--- config.mk ---
export PLATFORM = sky130hd
export DESIGN_NAME = nfc_response_frame_checker_core
export DESIGN_NICKNAME = d
export VERILOG_FILES = /design/src/design/nrfc_pkg.sv /design/src/design/nrfc_in_reg.sv /design/src/design/nrfc_parser.sv /design/src/design/nrfc_out_reg.sv /design/src/design/nfc_response_frame_checker_core.sv
export SDC_FILE = /design/constraint.sdc
export NUM_CORES = 1
export LEC_CHECK = 0
export BUFFER_PORTS_ARGS = -buffer_cell sky130_fd_sc_hd__buf_2
export CORE_MARGIN = 5
export CORE_UTILIZATION = 38
export DETAILED_ROUTE_END_ITERATION = 8
export GPL_TIMING_DRIVEN = 0
export PLACE_DENSITY = 0.62
export SLEW_MARGIN = 20
export SYNTH_ARGS = -nofsm -noshare
export SYNTH_HDL_FRONTEND = slang
export SYNTH_SLANG_ARGS = --single-unit
--- constraint.sdc ---
create_clock -name clk -period 2.74 [get_ports clk]
set_input_delay 0.274 -clock clk [delete_from_list [all_inputs] [get_ports clk]]
set_output_delay 0.274 -clock clk [all_outputs]
set_load 0.01 [all_outputs]
--- src/design/nrfc_pkg.sv ---
// Shared types and constants for the response frame checker.
package nrfc_pkg;

  localparam int ByteW = 8;
  localparam int PhaseW = 4;
  localparam int StatusW = 2;

  localparam logic [ByteW-1:0] TfiIn = 8'hD5;
  localparam logic [ByteW-1:0] StartHi = 8'hFF;
  localparam logic [ByteW-1:0] ZeroByte = 8'h00;

  localparam logic [StatusW-1:0] StatusOk = 2'd0;
  localparam logic [StatusW-1:0] StatusBadHeader = 2'd1;
  localparam logic [StatusW-1:0] StatusBadSum = 2'd2;
  localparam logic [StatusW-1:0] StatusBadPost = 2'd3;

  typedef struct packed {
    logic [ByteW-1:0] rx_byte;
    logic             frame_start;
    logic [ByteW-1:0] expected_command;
  } item_t;

  typedef struct packed {
    logic [ByteW-1:0]   payload_byte;
    logic               is_payload;
    logic               frame_done;
    logic [StatusW-1:0] frame_status;
  } result_t;

endpackage

--- src/design/nrfc_in_reg.sv ---
// Input register stage that holds one received byte and its side fields.
module nrfc_in_reg (
  input  logic          clk,
  input  logic          rst,
  input  logic          in_valid,
  output logic          in_ready,
  input  nrfc_pkg::item_t in_item,
  output logic          item_valid,
  output nrfc_pkg::item_t item,
  input  logic          item_take
);

  assign in_ready = !item_valid || item_take;

  always_ff @(posedge clk) begin
    if (rst) begin
      item_valid <= 1'b0;
    end else if (in_ready) begin
      item_valid <= in_valid;
    end
  end

  always_ff @(posedge clk) begin
    if (in_valid && in_ready) begin
      item <= in_item;
    end
  end

endmodule

--- src/design/nrfc_parser.sv ---
// Frame phases, header checks, data checksum; a byte per cycle unless stalled.
module nrfc_parser (
  input  logic              clk,
  input  logic              rst,
  input  logic              item_valid,
  input  nrfc_pkg::item_t   item,
  input  logic              can_load,
  output logic              item_take,
  output logic              res_valid,
  output nrfc_pkg::result_t res
);

  localparam logic [nrfc_pkg::PhaseW-1:0] PhIdle    = 4'd0;
  localparam logic [nrfc_pkg::PhaseW-1:0] PhSc0     = 4'd1;
  localparam logic [nrfc_pkg::PhaseW-1:0] PhSc1     = 4'd2;
  localparam logic [nrfc_pkg::PhaseW-1:0] PhLen     = 4'd3;
  localparam logic [nrfc_pkg::PhaseW-1:0] PhLcs     = 4'd4;
  localparam logic [nrfc_pkg::PhaseW-1:0] PhTfi     = 4'd5;
  localparam logic [nrfc_pkg::PhaseW-1:0] PhCode    = 4'd6;
  localparam logic [nrfc_pkg::PhaseW-1:0] PhPayload = 4'd7;
  localparam logic [nrfc_pkg::PhaseW-1:0] PhDcs     = 4'd8;
  localparam logic [nrfc_pkg::PhaseW-1:0] PhPost    = 4'd9;

  logic [nrfc_pkg::PhaseW-1:0] frame_phase, frame_phase_next;
  logic [nrfc_pkg::ByteW-1:0]  payload_left, payload_left_next;
  logic [nrfc_pkg::ByteW-1:0]  length_seen, length_seen_next;
  logic [nrfc_pkg::ByteW-1:0]  running_sum, running_sum_next;
  logic                        header_good, header_good_next;
  logic [nrfc_pkg::ByteW-1:0]  wanted_command, wanted_command_next;

  logic [nrfc_pkg::ByteW-1:0] b;
  logic [nrfc_pkg::ByteW-1:0] sum_plus_b;
  logic                       produces;

  assign b = item.rx_byte;
  assign sum_plus_b = running_sum + b;
  assign item_take = can_load;
  assign res_valid = item_valid && produces;

  always_comb begin
    frame_phase_next    = frame_phase;
    payload_left_next   = payload_left;
    length_seen_next    = length_seen;
    running_sum_next    = running_sum;
    header_good_next    = header_good;
    wanted_command_next = wanted_command;
    produces            = 1'b0;
    res                 = '0;

    if (item.frame_start) begin
      wanted_command_next = item.expected_command;
      running_sum_next    = '0;
      header_good_next    = 1'b1;
      length_seen_next    = '0;
      payload_left_next   = '0;
      frame_phase_next    = PhSc0;
    end else begin
      case (frame_phase)
        PhSc0: begin
          if (b != nrfc_pkg::ZeroByte) header_good_next = 1'b0;
          frame_phase_next = PhSc1;
        end
        PhSc1: begin
          if (b != nrfc_pkg::StartHi) header_good_next = 1'b0;
          frame_phase_next = PhLen;
        end
        PhLen: begin
          length_seen_next = b;
          if (b < 8'd2) begin
            header_good_next  = 1'b0;
            payload_left_next = '0;
          end else begin
            payload_left_next = b - 8'd2;
          end
          frame_phase_next = PhLcs;
        end
        PhLcs: begin
          if (8'(length_seen + b) != 8'd0) header_good_next = 1'b0;
          frame_phase_next = PhTfi;
        end
        PhTfi: begin
          if (b != nrfc_pkg::TfiIn) header_good_next = 1'b0;
          running_sum_next = sum_plus_b;
          frame_phase_next = PhCode;
        end
        PhCode: begin
          // A command of 0xFF expects 0x100, which no byte can match.
          if ({1'b0, b} != ({1'b0, wanted_command} + 9'd1)) header_good_next = 1'b0;
          running_sum_next = sum_plus_b;
          frame_phase_next = (payload_left != '0) ? PhPayload : PhDcs;
        end
        PhPayload: begin
          running_sum_next  = sum_plus_b;
          payload_left_next = payload_left - 8'd1;
          if (payload_left == 8'd1) frame_phase_next = PhDcs;
          produces         = 1'b1;
          res.payload_byte = b;
          res.is_payload   = 1'b1;
        end
        PhDcs: begin
          running_sum_next = sum_plus_b;
          frame_phase_next = PhPost;
        end
        PhPost: begin
          produces       = 1'b1;
          res.frame_done = 1'b1;
          if (!header_good) res.frame_status = nrfc_pkg::StatusBadHeader;
          else if (running_sum != '0) res.frame_status = nrfc_pkg::StatusBadSum;
          else if (b != nrfc_pkg::ZeroByte) res.frame_status = nrfc_pkg::StatusBadPost;
          else res.frame_status = nrfc_pkg::StatusOk;
          frame_phase_next = PhIdle;
        end
        default: begin
          frame_phase_next = PhIdle;
        end
      endcase
    end
  end

  always_ff @(posedge clk) begin
    if (rst) begin
      frame_phase    <= PhIdle;
      payload_left   <= '0;
      length_seen    <= '0;
      running_sum    <= '0;
      header_good    <= 1'b1;
      wanted_command <= '0;
    end else if (item_valid && can_load) begin
      frame_phase    <= frame_phase_next;
      payload_left   <= payload_left_next;
      length_seen    <= length_seen_next;
      running_sum    <= running_sum_next;
      header_good    <= header_good_next;
      wanted_command <= wanted_command_next;
    end
  end

endmodule

--- src/design/nrfc_out_reg.sv ---
// Output register that holds one result until the receiver takes it.
module nrfc_out_reg (
  input  logic                      clk,
  input  logic                      rst,
  input  logic                      res_valid,
  input  nrfc_pkg::result_t         res,
  output logic                      can_load,
  output logic                      out_valid,
  input  logic                      out_ready,
  output logic [nrfc_pkg::ByteW-1:0]   payload_byte,
  output logic                      is_payload,
  output logic                      frame_done,
  output logic [nrfc_pkg::StatusW-1:0] frame_status
);

  nrfc_pkg::result_t held;

  assign can_load = !out_valid || out_ready;

  always_ff @(posedge clk) begin
    if (rst) begin
      out_valid <= 1'b0;
    end else if (can_load) begin
      out_valid <= res_valid;
    end
  end

  always_ff @(posedge clk) begin
    if (can_load && res_valid) begin
      held <= res;
    end
  end

  assign payload_byte = held.payload_byte;
  assign is_payload   = held.is_payload;
  assign frame_done   = held.frame_done;
  assign frame_status = held.frame_status;

endmodule

--- src/design/nfc_response_frame_checker_core.sv ---
// Top level of the response frame checker: input register, parser and output register.
//
// Usage: received frame bytes enter on the input channel (in_valid / in_ready) in wire
// order, one transfer per byte, with frame_start high on the preamble byte of each frame
// and expected_command holding the command code that was sent. Results leave on the
// output channel (out_valid / out_ready): one transfer per payload byte with is_payload
// set, and one status transfer with frame_done set on the postamble byte. Bytes of the
// header, the checksum and bytes seen while idle give no result.
// A byte accepted into the input register goes through the combinational parser into the
// output register, from which its result transfer is made.
// Throughput is one byte per cycle while the output is not stalled; the single parser
// stage sets this, as its frame state is updated once per byte.
// Reset clears the input and output registers and returns the parser to idle, waiting
// for a frame start; no result is pending after reset.
// When the receiver stalls, the output register holds its result, the parser stops and
// the input register holds one more byte; in_ready falls only while both registers are
// full and the output is not being taken, so no byte or result is lost or repeated.
// A frame start at any point abandons the current frame without a status result.
module nfc_response_frame_checker_core (
  input  logic       clk,
  input  logic       rst,
  input  logic       in_valid,
  output logic       in_ready,
  input  logic [7:0] rx_byte,
  input  logic       frame_start,
  input  logic [7:0] expected_command,
  output logic       out_valid,
  input  logic       out_ready,
  output logic [7:0] payload_byte,
  output logic       is_payload,
  output logic       frame_done,
  output logic [1:0] frame_status
);

  nrfc_pkg::item_t   in_item;
  nrfc_pkg::item_t   item;
  nrfc_pkg::result_t res;
  logic              item_valid;
  logic              item_take;
  logic              res_valid;
  logic              can_load;

  // Pack the input fields into one item for the input register.
  assign in_item.rx_byte          = rx_byte;
  assign in_item.frame_start      = frame_start;
  assign in_item.expected_command = expected_command;

  nrfc_in_reg u_in_reg (
    .clk        (clk),
    .rst        (rst),
    .in_valid   (in_valid),
    .in_ready   (in_ready),
    .in_item    (in_item),
    .item_valid (item_valid),
    .item       (item),
    .item_take  (item_take)
  );

  // The parser consumes the held byte whenever the output register can take a result,
  // whether or not this byte produces one.
  nrfc_parser u_parser (
    .clk        (clk),
    .rst        (rst),
    .item_valid (item_valid),
    .item       (item),
    .can_load   (can_load),
    .item_take  (item_take),
    .res_valid  (res_valid),
    .res        (res)
  );

  nrfc_out_reg u_out_reg (
    .clk          (clk),
    .rst          (rst),
    .res_valid    (res_valid),
    .res          (res),
    .can_load     (can_load),
    .out_valid    (out_valid),
    .out_ready    (out_ready),
    .payload_byte (payload_byte),
    .is_payload   (is_payload),
    .frame_done   (frame_done),
    .frame_status (frame_status)
  );

endmodule

; ---- After elaboration in Yosys (flattened, before gate mapping)
; Cells that the tools add are included.
[word_totals]
register_bits = 68
latch_bits = 0
ram_bits = 0
mem_bits_ro = 0
in_bits = 21
out_inout_bits = 14
elab_cells = 98
n_memories = 0
[classes]
addsub = 5
multipliers = 0
div = 0
n_lt_le_gt_ge = 1
n_eq_ne = 20
shifts = 0
n_mux = 26
n_bitwise = 3
reduce_logical = 27
[op_table]
columns = op, count
row1 = $mux 8, 6
row2 = $pmux 4 s8, 1
row3 = $reduce_bool 8->1, 4
row4 = $ne 3x2->1 const B, 7
row5 = $add 8x8->8, 2
row6 = $eq 4x3->1 const B, 4
row7 = $ne 8x8->1 const B, 2
row8 = $pmux 8 s2, 1
row9 = $mux 4, 3
row10 = $mux 1, 10
row11 = $reduce_and 2->1, 5
row12 = $add 8x1->9 const B, 1
row13 = $ne 8x9->1, 1
row14 = $eq 4x2->1 const B, 2
row15 = $eq 4x4->1 const B, 2
row16 = $eq 8x1->1 const B, 1
row17 = $lt 8x2->1 const B, 1
row18 = $reduce_and 8->1, 1
row19 = $sub 8x1->8 const B, 1
row20 = $sub 8x2->8 const B, 1
row21 = $reduce_bool 7->1, 1
row22 = $mux 2, 3
row23 = $pmux 1 s6, 1
row24 = $reduce_or 2->1, 3
row25 = 10 further kinds, 18

; ---- Longest topological paths before layout
[depth]
ltp_word = 6
depth_mapped = 9
depth_no_buf = 8

; ---- Modules after synthesis
; From an unflattened synthesis, not the netlist that was laid out.
[hier_totals]
hier_cells = 423
area_unflattened_um2 = 3931.3
[by_module_without_submodules]
columns = module, n_inst, cells_per_inst, area_each_um2, seq_area_each_um2
row1 = nrfc_parser, 1, 384, 2950.3, 740.7
row2 = nrfc_in_reg, 1, 22, 565.5, 530.5
row3 = nrfc_out_reg, 1, 17, 415.4, 380.4

; ---- Worst setup path before layout
; Ideal clock, no wire load.
[synth_timing]
path_type = reg-to-reg
startpoint = reg, netlist name u_in_reg.item[9]
endpoint = reg u_parser.header_good
setup_time_ns = 0.069
arrival_ns = 2.152
t_required_ns = 2.671
slack_ns = 0.519
path_stages_with_launch = 9
path_buffers = 0
period_less_slack_ns = 2.221
cell_sequence = edfxtp_1 ha_1 fa_1 or4b_1 nor4_1 o21ai_1 a21oi_1 a41oi_1 o21ai_1
[synth_via]
elab_chain_len = 4
word_cells_on_any_way = 14
cone_classes = add/sub (1) / order compare (1) / eq/ne (9) / reduce/logical (3)
[synth_lines]
columns = element, line_no
row1 = $add 8x8->8, nrfc_parser.sv:78  ; if (8'(length_seen + b) != 8'd0) header_good_next = 1'b0;
row2 = $reduce_bool 8->1, nrfc_parser.sv:78
row3 = $ne 3x2->1 (no source line), -
row4 = $reduce_and 8->1 (no source line) *, -
row5 = end signal: assignment, nrfc_parser.sv:133  ; header_good <= header_good_next;
row6 = end: declaration, nrfc_parser.sv:28  ; logic header_good, header_good_next;
; Every way passes the cells marked *; elsewhere a longest branch is shown, timed or not.
; A chain may end at the register's enable or synchronous reset.

; ---- Worst setup path after layout
[layout_timing]
startpoint = reg, netlist name u_in_reg.item[9]
endpoint = reg u_parser.header_good
[layout_via]
elab_chain_len = 4
word_cells_on_any_way = 14
cone_classes = add/sub (1) / order compare (1) / eq/ne (9) / reduce/logical (3)
[layout_lines]
columns = element, line_no
row1 = $add 8x8->8, nrfc_parser.sv:78
row2 = $reduce_bool 8->1, nrfc_parser.sv:78
row3 = $ne 3x2->1 (no source line), -
row4 = $reduce_and 8->1 (no source line) *, -
; Marks and branches as above.

==> impl_metrics.yaml <==
sta:
  tns_ns: 0
  slew_headroom_pct: 41.5
  fin_skew_ns: 0.00712
  setup_viol: 0
  hold_violations: 0
  layout_setup_ws_ns: 0.238
  hold_slack_ns: 0.101
  tightest_slew_ns: 0.877
  timing.fmax_mhz: 400
  rsz0062_at_grt: "no"
  period_minus_slack_ns: 2.50
  drv_slew: 0
  fin_crit_sh_pct: 91.3
yosys:
  synth_cells: 402
  ys_async_sr_fraction_pct: 0
  synth_area_leaders: "edfxtp_1 23%, dfxtp_1 21%, ha_1 6.3%"
  synth.area.mux_share_pct: 1.68
  synth_cell_type_count: 59
  synth_xor_area_share_pct: 5.99
  synth_fa_ha_area_share_pct: 7.30
  synth_top_family_by_area: "simple AND/OR/NAND/NOR gates"
  yosysTopAreaCellShare_pct: 22.9
  yosys.area_share.simple_pct: 20.2
  synth_most_common_cell: "dfxtp_1"
  syn_area_mm2: 0.00380
  yosysSeqAreaShare_pct: 43.4
  synth_commonest_cells: "39 x dfxtp_1, 33 x nor2_1, 32 x a21oi_1"
  synth_edf_count: 29
  synth_compound_area_share_pct: 18.2
  synth_fp_nets: 444
  ys_ff_latch: 68
  yosysWarnings: 0
  synth_ff_type: "dfxtp_1"
  syn_area_per_cell_um2: 9.46
  synth_area_leader_cell: "edfxtp_1"
setup_path:
  max_stage_delay_ns: 0.51
  cp_slowest_cell: "or4b_1"
  crit_path_max_fanout: 3
  worstReg2RegStart: "u_in_reg.item[9]"
  path_buf_inv: 0
  r2r_cells: 8
  rr_endpoint: "u_parser.header_good"
  path_delay_family: "simple AND/OR/NAND/NOR gates"
  cp_cell_sequence: "ha_1 -> fa_1 -> or4b_1 -> nor4_1 -> o21ai_1 -> a21oi_1 -> a41oi_1 -> o21ai_1"
  worst-path-stages: 8
  crit_path_start_kind: "flop"
  startpoint: "u_in_reg.item[9]"
  timing.critical_path.to: "u_parser.header_good"
  path_class: "reg -> reg"
  worst_path_most_repeated_cell: "o21ai_1"
  required_ns: 3.02
  cp.arrival_ns: 2.78
  regToRegSetupSlack_ns: 0.24
  worstSetupEndpointType: "flop"
floorplanning:
  fp-row-count: 36
  dieWidth_um: 110
  core_mm2: 0.00977
  die-height_um: 110
  die_area_mm2: 0.0121
  num_io_pins: 35
  start_util_pct: 38.9
clocking:
  ctsResizeCount: 0
  clock_latency_ns: 0.34
  path_clk_slew_ns: 0.08
  cts_made_buffers: 9
  holdBufCountCts: 0
  clk_path_buf_depth: 2
  clockRootBuffer: "clkbuf_8"
  h-tree-depth: 3
  post_cts_buffers: 0
  cts_tree: "yes"
  cts_sinks: 68
placed_design:
  placed_cells: 568
  port_buffers: 33
  place.gp.congestion: 0.852
  dp_hpwl_um: 6670
  pre_cts_slack_ns: 0.264
  placed_cell_area_mm2: 0.00414
finish:
  fillers: 952
  finalNonFillerCells: 584
  area_delta_synth_final_pct: 14.8
  antenna_cells: 0
  final_nets: 488
  drive_gt1_share_pct: 12.9
  fin_area_mm2: 0.00437
  post-route-util_pct: 44.7
detailed_routing:
  final_antenna_net_count: 0
  drt_wl_total_um: 9210
  drcViolationCount: 0
  first_pass_iters: 5
  vias: 3222
  drt_iter0_markers: 271
  wl_per_cell_um: 15.8
  via_per_inst: 5.52
global_route:
  grt_overflow: 0
  antenna_found_initial: 0
  grt_pass1_vias: 2993
  grt_max_degree: 18
  grt_pass1_wl_um: 14900
  grt_usage_pct: 15.9
power_and_ir_drop:
  powerDensity_mw_per_mm2: 545
  total_power_mw: 2.38
  ir_drop_mv: 0.280
  p_leak_nw: 1.68
status:
  status: "completed"
hold_path:
  hold_class: "in -> reg"
flow_run:
  drv_cap: 0
==> sequential cells by signal, indices dropped and copies added, names as in the netlist <==
register,cells
u_in_reg.item,17
u_in_reg.item_valid,1
u_out_reg.frame_done,1
u_out_reg.frame_status,2
u_out_reg.is_payload,1
u_out_reg.out_valid,1
u_out_reg.payload_byte,8
u_parser.frame_phase,4
u_parser.header_good,1
u_parser.length_seen,8
u_parser.payload_left,8
u_parser.running_sum,8
u_parser.wanted_command,8
==> layer usage <==
metal	wire length [um]	track usage, %	share of wire [%]	vias to the layer above
met4	207	5.88	2.2	0
met2	4220	24.5	46	110
li1	-	-	-	1575
met1	4230	21.7	46	1520
met3	556	3.55	6.0	17
met5	0	0	0	-
==> cell families after synthesis <==
| logic type | count (synthesis) |
|---|---|
| buf+inv | 32 |
| flops | 68 |
| fa+ha+maj | 21 |
| simple gates | 143 |
| mux | 6 |
| xor+xnor | 26 |
| compound gates | 106 |
==> power by group <==
group / switching (mW) / internal [mW]
Sequential: 0.0351 / 1.09
Clock: 0.379 / 0.598
Combinational: 0.167 / 0.110
==> layout make-up <==
cell class                      count  area (um^2)  share of cell area [%]
Tap cell                          133          166                    3.81
Sequential cell                    68         1650                    37.8
Clock inverter                      6          103                    2.35
Timing Repair Buffer               33          165                    3.78
Multi-Input combinational cell    302         2030                    46.5
Clock buffer                       10          128                    2.92
Inverter                            9         33.8                   0.774
Buffer                             23         90.1                    2.06
==> worst min-delay path by stage <==
stage / from / to / slack, ns / cells past startpoint
after global routing: expected_command[5] / u_in_reg.item[5] / 0.08 / 1
after floorplan: expected_command[0] / u_in_reg.item[0] / 0.37 / 0
final: expected_command[3] / u_in_reg.item[3] / 0.10 / 1
after global placement: expected_command[1] / u_in_reg.item[1] / 0.45 / 1
after CTS: expected_command[5] / u_in_reg.item[5] / 0.08 / 1
after detailed placement: rx_byte[3] / u_in_reg.item[12] / 0.45 / 1
==> placed cells by master (no fill, tap or decap), types with 3 or more instances in the layout <==
cell / count
xor2_1: 10
o21ai_0: 13
a22oi_1: 10
dfxtp_1: 39
mux2i_1: 3
or3_1: 3
edfxtp_1: 29
nor3_1: 12
and2_1: 12
a21o_1: 3
nand2b_1: 3
nor2_1: 33
ha_1: 19
or4b_1: 4
and3_1: 4
a21oi_1: 32
nand4b_1: 3
a22o_1: 8
o21ai_1: 6
xnor2_1: 16
clkbuf_8: 9
a211oi_1: 3
buf_2: 36
o22ai_1: 5
mux2_2: 3
inv_1: 9
nor4_1: 5
nor3b_1: 4
bufinv_16: 3
o211ai_1: 5
clkbuf_1: 19
nand3_1: 14
nand2_1: 31
Note: power is estimated with default switching activity, not from simulation.
